## config.mk

```make
export PLATFORM = sky130hd
export DESIGN_NAME = two_level_iova_page_walker
export DESIGN_NICKNAME = d
export VERILOG_FILES = /design/src/iovaw_pkg.sv /design/src/two_level_iova_page_walker.sv /design/src/iovaw_step.sv
export SDC_FILE = /design/constraint.sdc
export NUM_CORES = 1
export LEC_CHECK = 0
export ABC_AREA = 1
export BUFFER_PORTS_ARGS = -buffer_cell sky130_fd_sc_hd__buf_2
export CAP_MARGIN = 20
export CORE_MARGIN = 1.5
export CORE_UTILIZATION = 49
export DETAILED_ROUTE_END_ITERATION = 12
export GPL_ROUTABILITY_DRIVEN = 0
export PLACE_DENSITY = 0.83
export SLEW_MARGIN = 40
export SYNTH_ARGS = -nofsm -noshare
export SYNTH_HDL_FRONTEND = slang
export SYNTH_SLANG_ARGS = --single-unit
```

## constraint.sdc

```tcl
create_clock -name clk -period 2.1 [get_ports clk]
set_input_delay 0.315 -clock clk [delete_from_list [all_inputs] [get_ports clk]]
set_output_delay 0.315 -clock clk [all_outputs]
set_load 0.01 [all_outputs]
```

## src/iovaw_pkg.sv

```systemverilog
// Package for the two-level IOVA page walker.
// Holds the item structs, walk phase type, result and fault codes and default sizes.
// No dependencies.
package iovaw_pkg;

  // Fixed field widths of the items
  localparam int unsigned VA_W   = 32;
  localparam int unsigned DATA_W = 32;
  localparam int unsigned ADDR_W = 44;

  // Each table entry is four bytes wide
  localparam int unsigned ENTRY_SHIFT = 2;

  // Default geometry of the address split
  localparam int unsigned DEF_FIRST_INDEX_BITS  = 10;
  localparam int unsigned DEF_SECOND_INDEX_BITS = 10;
  localparam int unsigned DEF_PAGE_OFFSET_BITS  = 12;
  localparam int unsigned DEF_FRAME_SHIFT       = 12;

  // Request types
  localparam logic REQ_TRANSLATE = 1'b0;
  localparam logic REQ_RESPONSE  = 1'b1;

  // Result kinds
  localparam logic [1:0] KIND_READ  = 2'd0;
  localparam logic [1:0] KIND_DONE  = 2'd1;
  localparam logic [1:0] KIND_FAULT = 2'd2;

  // Fault codes
  localparam logic [2:0] FAULT_NONE       = 3'd0;
  localparam logic [2:0] FAULT_ROOT_UNSET = 3'd1;
  localparam logic [2:0] FAULT_L1         = 3'd2;
  localparam logic [2:0] FAULT_L2         = 3'd3;
  localparam logic [2:0] FAULT_UNEXPECTED = 3'd4;

  // Walk phase
  typedef enum logic [1:0] {
    PHASE_IDLE = 2'd0,
    PHASE_L1   = 2'd1,
    PHASE_L2   = 2'd2
  } walk_phase_t;

  // Input item
  typedef struct packed {
    logic              req_type;
    logic [VA_W-1:0]   virt_addr;
    logic [DATA_W-1:0] read_data;
    logic              read_error;
  } walk_in_t;

  // Result item
  typedef struct packed {
    logic [1:0]        result_kind;
    logic [ADDR_W-1:0] phys_addr;
    logic [2:0]        fault_code;
  } walk_out_t;

endpackage

```

## src/two_level_iova_page_walker.sv

```systemverilog
// Top level of the two-level IOVA page walker: input register, walk state, result register.
// Depends on iovaw_pkg and iovaw_step.
//
//   Channel | Ports                              | Direction | Moves
//   --------+------------------------------------+-----------+------------------------------
//   in      | in_valid, in_ready, in_item        | to block  | request or read response item
//   out     | out_valid, out_ready, out_item     | from block| read, done or fault item
//   cfg     | cfg_we, cfg_wdata                  | to block  | root table frame number
//
// One item is accepted per cycle while the output is not stalled; each result is registered in
// the result register as its item leaves the input register. The input register and the result
// register form a two-stage pipeline, and the walk state is updated as an item moves from the first to the second.
// Reset clears both valid flags, the walk phase, the saved second index and page offset, and the root register.
// While out_ready is low the result holds; the input register takes one more item, then stalls.
module two_level_iova_page_walker
  import iovaw_pkg::*;
#(
  parameter int unsigned FIRST_INDEX_BITS  = DEF_FIRST_INDEX_BITS,
  parameter int unsigned SECOND_INDEX_BITS = DEF_SECOND_INDEX_BITS,
  parameter int unsigned PAGE_OFFSET_BITS  = DEF_PAGE_OFFSET_BITS,
  parameter int unsigned FRAME_SHIFT       = DEF_FRAME_SHIFT
) (
  input  logic              clk,
  input  logic              rst_n,
  input  logic              in_valid,
  output logic              in_ready,
  input  walk_in_t          in_item,
  output logic              out_valid,
  input  logic              out_ready,
  output walk_out_t         out_item,
  input  logic              cfg_we,
  input  logic [DATA_W-1:0] cfg_wdata
);

  logic                         in_valid_r;
  walk_in_t                     in_item_r;
  logic                         out_valid_r;
  walk_out_t                    out_item_r;
  logic [DATA_W-1:0]            root_pfn_r;
  walk_phase_t                  phase_r;
  logic [SECOND_INDEX_BITS-1:0] second_idx_r;
  logic [PAGE_OFFSET_BITS-1:0]  pg_ofs_r;

  walk_out_t                    out_item_nxt;
  walk_phase_t                  phase_nxt;
  logic [SECOND_INDEX_BITS-1:0] second_idx_nxt;
  logic [PAGE_OFFSET_BITS-1:0]  pg_ofs_nxt;
  logic                         advance;
  logic                         step_en;

  // The result register can take a new item when empty or being drained
  assign advance  = !out_valid_r || out_ready;
  assign in_ready = !in_valid_r || advance;
  assign step_en  = in_valid_r && advance;

  assign out_valid = out_valid_r;
  assign out_item  = out_item_r;

  // Walk step logic
  iovaw_step #(
    .FIRST_INDEX_BITS (FIRST_INDEX_BITS),
    .SECOND_INDEX_BITS(SECOND_INDEX_BITS),
    .PAGE_OFFSET_BITS (PAGE_OFFSET_BITS),
    .FRAME_SHIFT      (FRAME_SHIFT)
  ) u_step (
    .item          (in_item_r),
    .phase         (phase_r),
    .root_pfn      (root_pfn_r),
    .second_idx    (second_idx_r),
    .pg_ofs        (pg_ofs_r),
    .result        (out_item_nxt),
    .phase_nxt     (phase_nxt),
    .second_idx_nxt(second_idx_nxt),
    .pg_ofs_nxt    (pg_ofs_nxt)
  );

  // Input register
  always_ff @(posedge clk) begin
    if (!rst_n) begin
      in_valid_r <= 1'b0;
    end else if (in_ready) begin
      in_valid_r <= in_valid;
    end
  end

  always_ff @(posedge clk) begin
    if (in_valid && in_ready) begin
      in_item_r <= in_item;
    end
  end

  // Result register
  always_ff @(posedge clk) begin
    if (!rst_n) begin
      out_valid_r <= 1'b0;
    end else if (advance) begin
      out_valid_r <= in_valid_r;
    end
  end

  always_ff @(posedge clk) begin
    if (step_en) begin
      out_item_r <= out_item_nxt;
    end
  end

  // Walk state, updated as each item passes through the step logic
  always_ff @(posedge clk) begin
    if (!rst_n) begin
      phase_r      <= PHASE_IDLE;
      second_idx_r <= '0;
      pg_ofs_r     <= '0;
    end else if (step_en) begin
      phase_r      <= phase_nxt;
      second_idx_r <= second_idx_nxt;
      pg_ofs_r     <= pg_ofs_nxt;
    end
  end

  // Root table register
  always_ff @(posedge clk) begin
    if (!rst_n) begin
      root_pfn_r <= '0;
    end else if (cfg_we) begin
      root_pfn_r <= cfg_wdata;
    end
  end

endmodule

```

## src/iovaw_step.sv

```systemverilog
// Combinational walk step: turns one item and the current walk state into a result
// and the next walk state. Depends on iovaw_pkg.
module iovaw_step
  import iovaw_pkg::*;
#(
  parameter int unsigned FIRST_INDEX_BITS  = DEF_FIRST_INDEX_BITS,
  parameter int unsigned SECOND_INDEX_BITS = DEF_SECOND_INDEX_BITS,
  parameter int unsigned PAGE_OFFSET_BITS  = DEF_PAGE_OFFSET_BITS,
  parameter int unsigned FRAME_SHIFT       = DEF_FRAME_SHIFT
) (
  input  walk_in_t                     item,
  input  walk_phase_t                  phase,
  input  logic [DATA_W-1:0]            root_pfn,
  input  logic [SECOND_INDEX_BITS-1:0] second_idx,
  input  logic [PAGE_OFFSET_BITS-1:0]  pg_ofs,
  output walk_out_t                    result,
  output walk_phase_t                  phase_nxt,
  output logic [SECOND_INDEX_BITS-1:0] second_idx_nxt,
  output logic [PAGE_OFFSET_BITS-1:0]  pg_ofs_nxt
);

  logic [VA_W-1:0]              va_hi;
  logic [VA_W-1:0]              va_mid;
  logic [FIRST_INDEX_BITS-1:0]  first_idx;
  logic [SECOND_INDEX_BITS-1:0] va_second;
  logic [PAGE_OFFSET_BITS-1:0]  va_off;
  logic [ADDR_W-1:0]            l1_addr;
  logic [ADDR_W-1:0]            l2_addr;
  logic [ADDR_W-1:0]            final_addr;
  logic                         entry_bad;

  // Split the virtual address into its two indexes and the page offset
  assign va_hi     = item.virt_addr >> (SECOND_INDEX_BITS + PAGE_OFFSET_BITS);
  assign va_mid    = item.virt_addr >> PAGE_OFFSET_BITS;
  assign first_idx = va_hi[FIRST_INDEX_BITS-1:0];
  assign va_second = va_mid[SECOND_INDEX_BITS-1:0];
  assign va_off    = item.virt_addr[PAGE_OFFSET_BITS-1:0];

  // Entry and final addresses, all kept to the address width
  assign l1_addr    = (ADDR_W'(root_pfn) << FRAME_SHIFT) +
                      (ADDR_W'(first_idx) << ENTRY_SHIFT);
  assign l2_addr    = (ADDR_W'(item.read_data) << FRAME_SHIFT) +
                      (ADDR_W'(second_idx) << ENTRY_SHIFT);
  assign final_addr = (ADDR_W'(item.read_data) << FRAME_SHIFT) + ADDR_W'(pg_ofs);

  // A failed read or an empty entry ends the walk
  assign entry_bad = item.read_error || (item.read_data == '0);

  // Phase decision
  always_comb begin
    result.result_kind = KIND_FAULT;
    result.phys_addr   = '0;
    result.fault_code  = FAULT_UNEXPECTED;
    phase_nxt          = phase;
    second_idx_nxt     = second_idx;
    pg_ofs_nxt         = pg_ofs;
    unique case (phase)
      PHASE_L1: begin
        if (item.req_type == REQ_RESPONSE) begin
          if (entry_bad) begin
            result.fault_code = FAULT_L1;
            phase_nxt         = PHASE_IDLE;
          end else begin
            result.result_kind = KIND_READ;
            result.phys_addr   = l2_addr;
            result.fault_code  = FAULT_NONE;
            phase_nxt          = PHASE_L2;
          end
        end
      end
      PHASE_L2: begin
        if (item.req_type == REQ_RESPONSE) begin
          phase_nxt = PHASE_IDLE;
          if (entry_bad) begin
            result.fault_code = FAULT_L2;
          end else begin
            result.result_kind = KIND_DONE;
            result.phys_addr   = final_addr;
            result.fault_code  = FAULT_NONE;
          end
        end
      end
      default: begin
        // Idle: only a translate request is expected
        if (item.req_type == REQ_TRANSLATE) begin
          if (root_pfn == '0) begin
            result.fault_code = FAULT_ROOT_UNSET;
          end else begin
            result.result_kind = KIND_READ;
            result.phys_addr   = l1_addr;
            result.fault_code  = FAULT_NONE;
            phase_nxt          = PHASE_L1;
            second_idx_nxt     = va_second;
            pg_ofs_nxt         = va_off;
          end
        end
      end
    endcase
  end

endmodule

```

==> impl_metrics.env, run 1 <==
export IMPL_die_width_um=121.3
export IMPL_port_buffers=153
export IMPL_grt_setup_unrepaired="no"
export IMPL_grt_pass1_wl_mm=24.14
export IMPL_grt_start_max_net_pins=67
export IMPL_synth_compound_area_frac=0.03996
export IMPL_clock_sinks=173
export IMPL_power_density_mw_per_mm2=886.1
export IMPL_antenna_found_initial=0
export IMPL_drt_iter0_markers=558
export IMPL_syn_cell_area_mm2=0.006857
export IMPL_path_clk_slew_ns=0.06
export IMPL_worstMarginPinSlew_ns=0.5659
export IMPL_nFillCells=1160
export IMPL_r2r_end="out_item[11]$_DFFE_PP_"
export IMPL_cts_tree="yes"
export IMPL_yosys_warnings=0
export IMPL_cts_repair_resized=0
export IMPL_die_h_um=121.3
export IMPL_r2r_start="phase_r[0]$_SDFFE_PN0P_"
export IMPL_clk_latency_ns=0.43
export IMPL_cp_end_kind="flop"
export IMPL_area_delta_synth_final_pct=21.99
export IMPL_htreeDepth=4
export IMPL_cp_start_kind="flop"
export IMPL_holdWs_ns=0.05454
export IMPL_slew_violations=0
export IMPL_vdd_drop_max_mv=0.4924
export IMPL_cap_violations=0
export IMPL_fin_skew_ns=0.01355
export IMPL_period_share=0.9106
export IMPL_drtAntennaViolNets=0
export IMPL_timing_slew_headroom=0.6223
export IMPL_yosys_area_share_simple=0.2245
export IMPL_multi_input_area_mm2=0.001838
export IMPL_diodes=0
export IMPL_clock_fmax_mhz=522.9
export IMPL_period_minus_slack_ns=1.912
export IMPL_post_dp_hpwl_mm=10.64
export IMPL_clockRootBuffer="clkbuf_16"
export IMPL_cp_max_fo=12
export IMPL_dieArea_mm2=0.01471
export IMPL_hold_violations=0
export IMPL_synth_area_per_cell_um2=9.684
export IMPL_grt_util_all_layers=0.2183
export IMPL_reg2reg_setup_slack_ns=0.19
export IMPL_finalSetupTns_ns=0
export IMPL_num_rows=43
export IMPL_cts_buffer_depth=2
export IMPL_synth_top_family_by_area="simple AND/OR/NAND/NOR gates"
export IMPL_synth_seq_cells=173
export IMPL_busiest_layer="met2"
export IMPL_met1_usage=0.3013
export IMPL_first_pass_iters=5
export IMPL_crit_required_ns=2.40
export IMPL_totalWireLength_mm=15.62
export IMPL_gr_usage_met3=0.05827
export IMPL_synth_xor_area_share=0
export IMPL_placed_area_mm2=0.007834
export IMPL_seq_area_frac_synth=0.6730
export IMPL_synth_fa_ha_area_frac=0.003650
export IMPL_fin_area_mm2=0.008364
export IMPL_min_to="in_item_r[6]$_DFFE_PP_"
export IMPL_drc=0
export IMPL_cts_setup_buffers=0
export IMPL_synthesis_nets=813
export IMPL_core_mm2=0.01377
export IMPL_initial_core_util=0.4978
export IMPL_hold_class="in2reg"
export IMPL_grt_pass1_vias=4803
export IMPL_cp_arrival_ns=2.21
export IMPL_reg2reg_depth=7
export IMPL_io_pins=154
export IMPL_grt_overflow=0
export IMPL_grtUsageMet2=0.3185
export IMPL_wl_per_cell_um=14.83
export IMPL_synthCells=708
export IMPL_synth_distinct_cells=23
export IMPL_min_path_cells=1
export IMPL_viasPerCell=5.028
export IMPL_nNetsFinal=966
export IMPL_num_vias=5294
export IMPL_synth_mux_area_frac=0
export IMPL_p_leak_uw=0.003862
export IMPL_final_util=0.6073
export IMPL_cts_hold_buf=0
export IMPL_min_from="in_item[6]"
export IMPL_drive_above_1_share=0.2302
export IMPL_crit_type="reg2reg"
export IMPL_seq_area_mm2=0.004614
export IMPL_crit_path_start="phase_r[0]$_SDFFE_PN0P_"
export IMPL_setup_viol=0
export IMPL_cts_made_buffers=17
export IMPL_outcome="finished clean"
## power by group
group / internal [µW] / leakage, µW / switching (µW)
sequential: 3850 / 0.00161 / 79.7
clock: 1630 / 0.000263 / 1210
combinational: 238 / 0.00199 / 412
## kinds of logic after synthesis
logic type               after synthesis
flip-flops                           173
buffers and inverters                 98
adder cells (fa/ha/maj)                2
AO/OA/AOI/OAI                         50
AND/OR/NAND/NOR                      385
## how the worst max path moves through the flow
stage	endpoint	slack [ns]	cells past startpoint
final	out_item[11]$_DFFE_PP_	0.19	7
after CTS	out_item[44]$_DFFE_PP_	0.23	9
after detailed placement	out_item[42]$_DFFE_PP_	0.25	9
after global placement	out_item[45]$_DFFE_PP_	0.24	9
after floorplan	in_item_r[0]$_DFFE_PP_	0.04	3
after global routing	second_idx_r[9]$_SDFFE_PN0P_	0.04	8
## through the flow
step | cells | total power, µW | worst slack (ns)
finish | 1053 | 7412 | 0.1877
global route | 1053 | 7687 | 0.03691
CTS | 1053 | 7446 | 0.2311
detailed placement | 1022 | 4642 | 0.2506
global placement | 1022 | 4618 | 0.2408
floorplan | 708 | 4369 | 0.04001
## cells in the mapped netlist
library cell  count  area [µm²]
o21bai_2          1       11.26
edfxtp_1        115        3453
nand2_1         164       615.6
o21ai_1           1       5.000
buf_2             5       25.02
a21oi_1           3       15.01
buf_6             4       45.04
o21ai_2           1       8.760
nand3_4           1       17.52
nor2_4            1       11.26
nor2_2            1       6.260
nand3_1          33       165.2
nand4_2           1       12.51
dfxtp_1          58        1161
o21ai_0          33       165.2
inv_2             1       3.750
buf_1             1       3.750
nand4_1           8       50.05
nor2_1          176       660.6
ha_1              2       25.02
inv_1            65       244.0
o22ai_1          11       68.82
clkbuf_1         22       82.58
## layout by cell type (no fill, tap or decap), drive strengths merged, types with 3 or more instances in the layout
cell | Yosys | final
a21oi | 3 | 3
buf | 10 | 166
clkbuf | 22 | 24
clkinv | 0 | 5
clkinvlp | 0 | 3
dfxtp | 58 | 58
edfxtp | 115 | 115
inv | 66 | 65
nand2 | 164 | 164
nand3 | 34 | 34
nand4 | 9 | 9
nor2 | 178 | 178
o21ai | 35 | 35
o22ai | 11 | 11
## layout make-up
cell class | instances | share of cell area
flip-flops and latches | 173 | 0.5517
multi-input cells | 437 | 0.2197
repair buffers | 166 | 0.1077
clock buffers | 24 | 0.05894
inverters | 66 | 0.03052
well taps | 180 | 0.02693
clock inverters | 7 | 0.004488
## worst max-delay path, cell delays in order (launching register included)
cell and delay [ns]:
dfxtp_1 0.35, inv_1 0.06, ha_1 0.32, inv_2 0.13
nand2_1 0.32, o22ai_1 0.40, nand2_1 0.11, nand2_1 0.09
## per-layer routing
layer	vias up	share of wire
li1	2585	-
met1	2391	0.44
met2	275	0.45
met3	43	0.086
met4	0	0.031
met5	-	0
## registers in the layout, summed over array words and instances (netlist names)
register	count
pg_ofs_r	12
in_item_r	66
root_pfn_r	32
second_idx_r	10
in_valid_r	1
out_item	49
out_valid	1
phase_r	2
(Power assumes the default switching activity.)
==> inputs of run 2 (changes only) <==
--- a/config.mk
+++ b/config.mk
@@ -12,7 +12,7 @@
 export CORE_UTILIZATION = 49
 export DETAILED_ROUTE_END_ITERATION = 12
 export GPL_ROUTABILITY_DRIVEN = 0
-export PLACE_DENSITY = 0.83
+export PLACE_DENSITY = 0.76
 export SLEW_MARGIN = 40
 export SYNTH_ARGS = -nofsm -noshare
 export SYNTH_HDL_FRONTEND = slang
==> run 2 against run 1 <==
Net effect: register-to-register slack gained 0.098 ns; cell area grew 0.72%; clock power grew 5%; clock-buffer cell count shrank 1; combinational power grew 2%; first-iteration DRC count up 10%; sequential share of layout area down 0.39 points; power rose by 2.0%; clock skew barely moved.
==> impl_metrics.env, run 2 (same netlist as run 1, synthesis figures left out) <==
export IMPL_finalSetupTns_ns=0
export IMPL_path_clk_slew_ns=0.06
export IMPL_die_width_um=121.3
export IMPL_post_dp_hpwl_mm=10.61
export IMPL_grt_pass1_wl_mm=23.28
export IMPL_setup_slack_ns=0.2860
export IMPL_cts_made_buffers=17
export IMPL_timing_slew_headroom=0.6278
export IMPL_hold_violations=0
export IMPL_htreeDepth=4
export IMPL_period_minus_slack_ns=1.814
export IMPL_io_pins=154
export IMPL_p_leak_uw=0.003888
export IMPL_drt_iter0_markers=615
export IMPL_power_density_mw_per_mm2=897.0
export IMPL_vdd_drop_max_mv=0.5828
export IMPL_cp_start_kind="flop"
export IMPL_outcome="finished clean"
export IMPL_grt_pass1_vias=4613
export IMPL_place_ws_ns=0.3315
export IMPL_final_util=0.6116
export IMPL_cts_hold_buf=0
export IMPL_period_share=0.8638
export IMPL_area_delta_synth_final_pct=22.86
export IMPL_slew_violations=0
export IMPL_pwr_share_seq=0.519
export IMPL_grt_setup_unrepaired="no"
export IMPL_antenna_found_initial=0
export IMPL_cp_end_kind="flop"
export IMPL_clkPwrFrac=0.393
export IMPL_netSwitchingFraction=0.2291
export IMPL_layout_common_cells="176 x nor2_1, 164 x nand2_1, 153 x buf_2"
export IMPL_p_sw_uw=1731
export IMPL_drtAntennaViolNets=0
export IMPL_worstMarginPinSlew_ns=0.5577
export IMPL_internal_power_uw=5825
export IMPL_core_mm2=0.01377
export IMPL_cts_setup_buffers=0
export IMPL_clockRootBuffer="clkbuf_16"
export IMPL_first_pass_iters=5
export IMPL_totalWireLength_mm=15.23
export IMPL_dieArea_mm2=0.01471
export IMPL_cts_buffer_depth=2
export IMPL_cts_tree="yes"
export IMPL_num_vias=5214
export IMPL_initial_core_util=0.4978
export IMPL_num_rows=43
export IMPL_clk_latency_ns=0.43
export IMPL_cp_max_fo=25
export IMPL_crit_required_ns=2.28
export IMPL_nNetsFinal=968
export IMPL_clock_fmax_mhz=551.3
export IMPL_cp_arrival_ns=1.99
export IMPL_grt_overflow=0
export IMPL_wl_per_cell_um=14.42
export IMPL_diodes=0
export IMPL_combPwrFrac=0.087
export IMPL_grt_util_all_layers=0.2129
export IMPL_fin_skew_ns=0.01341
export IMPL_cts_repair_resized=0
export IMPL_setup_viol=0
export IMPL_grt_start_max_net_pins=45
export IMPL_holdWs_ns=0.05548
export IMPL_drive_above_1_share=0.2329
export IMPL_final_common_cell="nor2_1"
export IMPL_viasPerCell=4.938
export IMPL_placed_area_mm2=0.007861
export IMPL_wl_met3_mm=1.373
export IMPL_die_h_um=121.3
export IMPL_drc=0
export IMPL_largest_reg_flops=66
export IMPL_nFillCells=1160
export IMPL_fin_area_mm2=0.008424
export IMPL_crit_type="reg2reg"
export IMPL_cap_violations=0
export IMPL_maxUsedRoutingLayer="met4"
export IMPL_largest_register="in_item_r"
export IMPL_hold_class="in2reg"
export IMPL_port_buffers=153
export IMPL_route_met2_wl_mm=6.420
export IMPL_clock_sinks=173
export IMPL_wl_met1_mm=7.103
==> run 2: cell types whose count changed in the layout (fill, tap and decap cells not counted) <==
cell and change:
clkbuf_8 -1, buf_4 +1, clkinv_4 +2, buf_12 +1, clkinv_2 -2, inv_6 +1, bufinv_16 +1
==> run 2: cell type report <==
cell class              count  area [µm²]  share of cell area
clock buffers              23       479.2             0.05688
repair buffers            168       928.4              0.1102
clock inverters             9       83.83            0.009951
well taps                 180       225.2             0.02673
flip-flops and latches    173        4614              0.5478
inverters                  66       255.2             0.03030
multi-input cells         437        1838              0.2182
==> run 2: power groups by stage <==
stage                     registers (µW)  clock network [µW]  logic, µW
final                               3920                2970        661
after global routing                3940                3160        739
after floorplan                     4000                   0        367
after detailed placement            3990                   0        655
after CTS                           3920                3010        661
after global placement              3990                   0        646
==> run 2: per-stage QoR <==
step,cells,power [µW]
after CTS,1056,7596
after global routing,1056,7833
final,1056,7556
after global placement,1024,4637
after floorplan,708,4369
after detailed placement,1024,4650
==> run 2: worst paths after layout <==
path,start,to,slack (ns),cells past startpoint
min reg2reg,in_item_r[50]$_DFFE_PP_,second_idx_r[5]$_SDFFE_PN0P_,0.47,2
max reg2reg,phase_r[0]$_SDFFE_PN0P_,out_item[27]$_DFFE_PP_,0.29,7
max,phase_r[0]$_SDFFE_PN0P_,out_item[27]$_DFFE_PP_,0.29,7
min,in_item[47],in_item_r[47]$_DFFE_PP_,0.06,1
==> run 2: metal layers <==
metal,global-route usage,vias up
met5,0,-
met3,0.05122,26
li1,-,2592
met4,0.09338,0
met1,0.3106,2341
met2,0.3019,255
==> run 2: critical path, cell delays in order, from the launching register on <==
cell     delay, ns
dfxtp_1       0.36
inv_1         0.06
ha_1          0.23
o21ai_2       0.44
buf_12        0.23
nor2_1        0.06
nand2_1       0.12
nand2_1       0.07
==> inputs of run 3 (changes only) <==
--- a/config.mk
+++ b/config.mk
@@ -9,10 +9,10 @@
 export BUFFER_PORTS_ARGS = -buffer_cell sky130_fd_sc_hd__buf_2
 export CAP_MARGIN = 20
 export CORE_MARGIN = 1.5
-export CORE_UTILIZATION = 49
+export CORE_UTILIZATION = 54
 export DETAILED_ROUTE_END_ITERATION = 12
 export GPL_ROUTABILITY_DRIVEN = 0
-export PLACE_DENSITY = 0.76
+export PLACE_DENSITY = 0.8
 export SLEW_MARGIN = 40
 export SYNTH_ARGS = -nofsm -noshare
 export SYNTH_HDL_FRONTEND = slang
==> constraint.sdc (replaced) <==
create_clock -name clk -period 1.73 [get_ports clk]
set_input_delay 0.2595 -clock clk [delete_from_list [all_inputs] [get_ports clk]]
set_output_delay 0.2595 -clock clk [all_outputs]
set_load 0.005 [all_outputs]
==> run 3 against run 2 <==
Net effect: core utilization is 14 points higher; flip-flop and latch count stayed put; first-iteration DRC count is 27% lower; sequential share of layout area is 4.5 points lower; critical path depth is 2 higher; wire length is 12% higher; non-clock buffer count is 70 higher; largest power group unchanged.
==> impl_metrics.env, run 3 (same netlist as run 1, synthesis figures left out) <==
export IMPL_drtAntennaViolNets=0
export IMPL_largest_reg_flops=66
export IMPL_largest_register="in_item_r"
export IMPL_cp_max_fo=22
export IMPL_power_density_mw_per_mm2=1026
export IMPL_cts_tree="yes"
export IMPL_path_clk_slew_ns=0.06
export IMPL_drt_iter0_markers=450
export IMPL_cts_buffer_depth=2
export IMPL_nFillCells=853
export IMPL_clockRootBuffer="clkbuf_16"
export IMPL_area_delta_synth_final_pct=33.85
export IMPL_grt_util_all_layers=0.2644
export IMPL_cp_start_kind="flop"
export IMPL_timing_slew_headroom=0.7824
export IMPL_die_h_um=115.7
export IMPL_grt_start_max_net_pins=42
export IMPL_viasPerCell=4.956
export IMPL_setup_slack_ns=0.07615
export IMPL_drc=0
export IMPL_worstMarginPinSlew_ns=0.3265
export IMPL_diodes=0
export IMPL_dieArea_mm2=0.01338
export IMPL_wl_per_cell_um=15.28
export IMPL_totalWireLength_mm=17.02
export IMPL_placed_area_mm2=0.007969
export IMPL_setup_viol=0
export IMPL_grt_setup_unrepaired="yes"
export IMPL_die_width_um=115.7
export IMPL_final_common_cell="nor2_1"
export IMPL_initial_core_util=0.5615
export IMPL_num_rows=40
export IMPL_fin_skew_ns=0.01244
export IMPL_drive_above_1_share=0.2442
export IMPL_nNetsFinal=1038
export IMPL_vdd_drop_max_mv=0.9039
export IMPL_period_minus_slack_ns=1.654
export IMPL_cp_arrival_ns=1.84
export IMPL_seq_area_mm2=0.004617
export IMPL_crit_type="reg2reg"
export IMPL_clk_latency_ns=0.44
export IMPL_crit_required_ns=1.91
export IMPL_grt_pass1_vias=5243
export IMPL_num_vias=5521
export IMPL_fin_area_mm2=0.009178
export IMPL_cap_violations=0
export IMPL_post_dp_hpwl_mm=10.64
export IMPL_hold_violations=0
export IMPL_grt_pass1_wl_mm=25.83
export IMPL_clock_sinks=173
export IMPL_period_share=0.9560
export IMPL_p_leak_uw=0.004200
export IMPL_cts_made_buffers=17
export IMPL_multi_input_area_mm2=0.001877
export IMPL_grt_overflow=0
export IMPL_core_mm2=0.01221
export IMPL_hold_class="in2reg"
export IMPL_layout_common_cells="173 x nor2_1, 158 x nand2_1, 153 x buf_2"
export IMPL_port_buffers=153
export IMPL_clock_fmax_mhz=604.6
export IMPL_cp_end_kind="flop"
export IMPL_htreeDepth=4
export IMPL_antenna_found_initial=0
export IMPL_first_pass_iters=6
export IMPL_place_ws_ns=0.05975
export IMPL_outcome="finished clean"
export IMPL_slew_violations=0
export IMPL_io_pins=154
[run 3: changes by cell type in the layout (fill, tap and decap cells not counted), sizes merged]
cell,previous run,this run
dlygate4sd3,0,58
clkinv,5,8
clkinvlp,3,6
buf,168,180
clkbuf,23,17
inv,66,65
bufinv,1,2
[run 3: report_power, final]
group / switching [µW] / total, µW / internal (µW)
clock network: 1600 / 3710 / 2110
registers: 102 / 4770 / 4670
logic: 528 / 938 / 410
[run 3: stage by stage]
stage / utilization / TNS, ns / power [µW] / std cells / hold slack [ns]
global placement: 0.6526 / 0 / 5635 / 1021 / 0.4364
global route: 0.7515 / -0.006022 / 9750 / 1114 / 0.0007190
CTS: 0.7463 / 0 / 9407 / 1110 / 0.001841
detailed placement: 0.6526 / 0 / 5656 / 1021 / 0.4376
finish: 0.7515 / 0 / 9420 / 1114 / 0.01332
floorplan: - / -11.66 / 5283 / 708 / 0.3584
[run 3: cell type report]
type / instances / area share
inverters: 66 / 0.02781
repair buffers: 238 / 0.1791
multi-input cells: 437 / 0.2045
flip-flops and latches: 173 / 0.5031
clock buffers: 17 / 0.04635
well taps: 168 / 0.02290
clock inverters: 15 / 0.01622
[run 3: critical path, cell delays in order (launching register included)]
cell      delay, ns
edfxtp_1       0.39
inv_2          0.07
nand4_1        0.17
nor2_1         0.12
nand2_1        0.09
o21bai_2       0.19
nor2_4         0.08
buf_12         0.16
nand2_1        0.07
nand2_1        0.06
[run 3: worst paths after layout]
kind	cells after the start	slack (ns)	end	startpoint
worst max-delay path	9	0.08	out_item[42]$_DFFE_PP_	in_item_r[18]$_DFFE_PP_
worst min-delay path	1	0.01	in_item_r[30]$_DFFE_PP_	in_item[30]
worst max register to register	9	0.08	out_item[42]$_DFFE_PP_	in_item_r[18]$_DFFE_PP_
worst min register to register	2	0.47	pg_ofs_r[5]$_SDFFE_PN0P_	in_item_r[38]$_DFFE_PP_
[run 3: routing by layer]
| layer | wire length, µm | track usage |
|---|---|---|
| met3 | 1251 | 0.07008 |
| met4 | 496 | 0.1325 |
| met1 | 6877 | 0.3235 |
| met5 | 0 | 0 |
| met2 | 8398 | 0.4371 |
[run 3: repair_timing]
action,CTS,global route
endpoints found under the hold margin,57,1
setup buffers,0,3
resized for setup,0,12
endpoints found under the setup margin,0,58
hold buffers,57,1
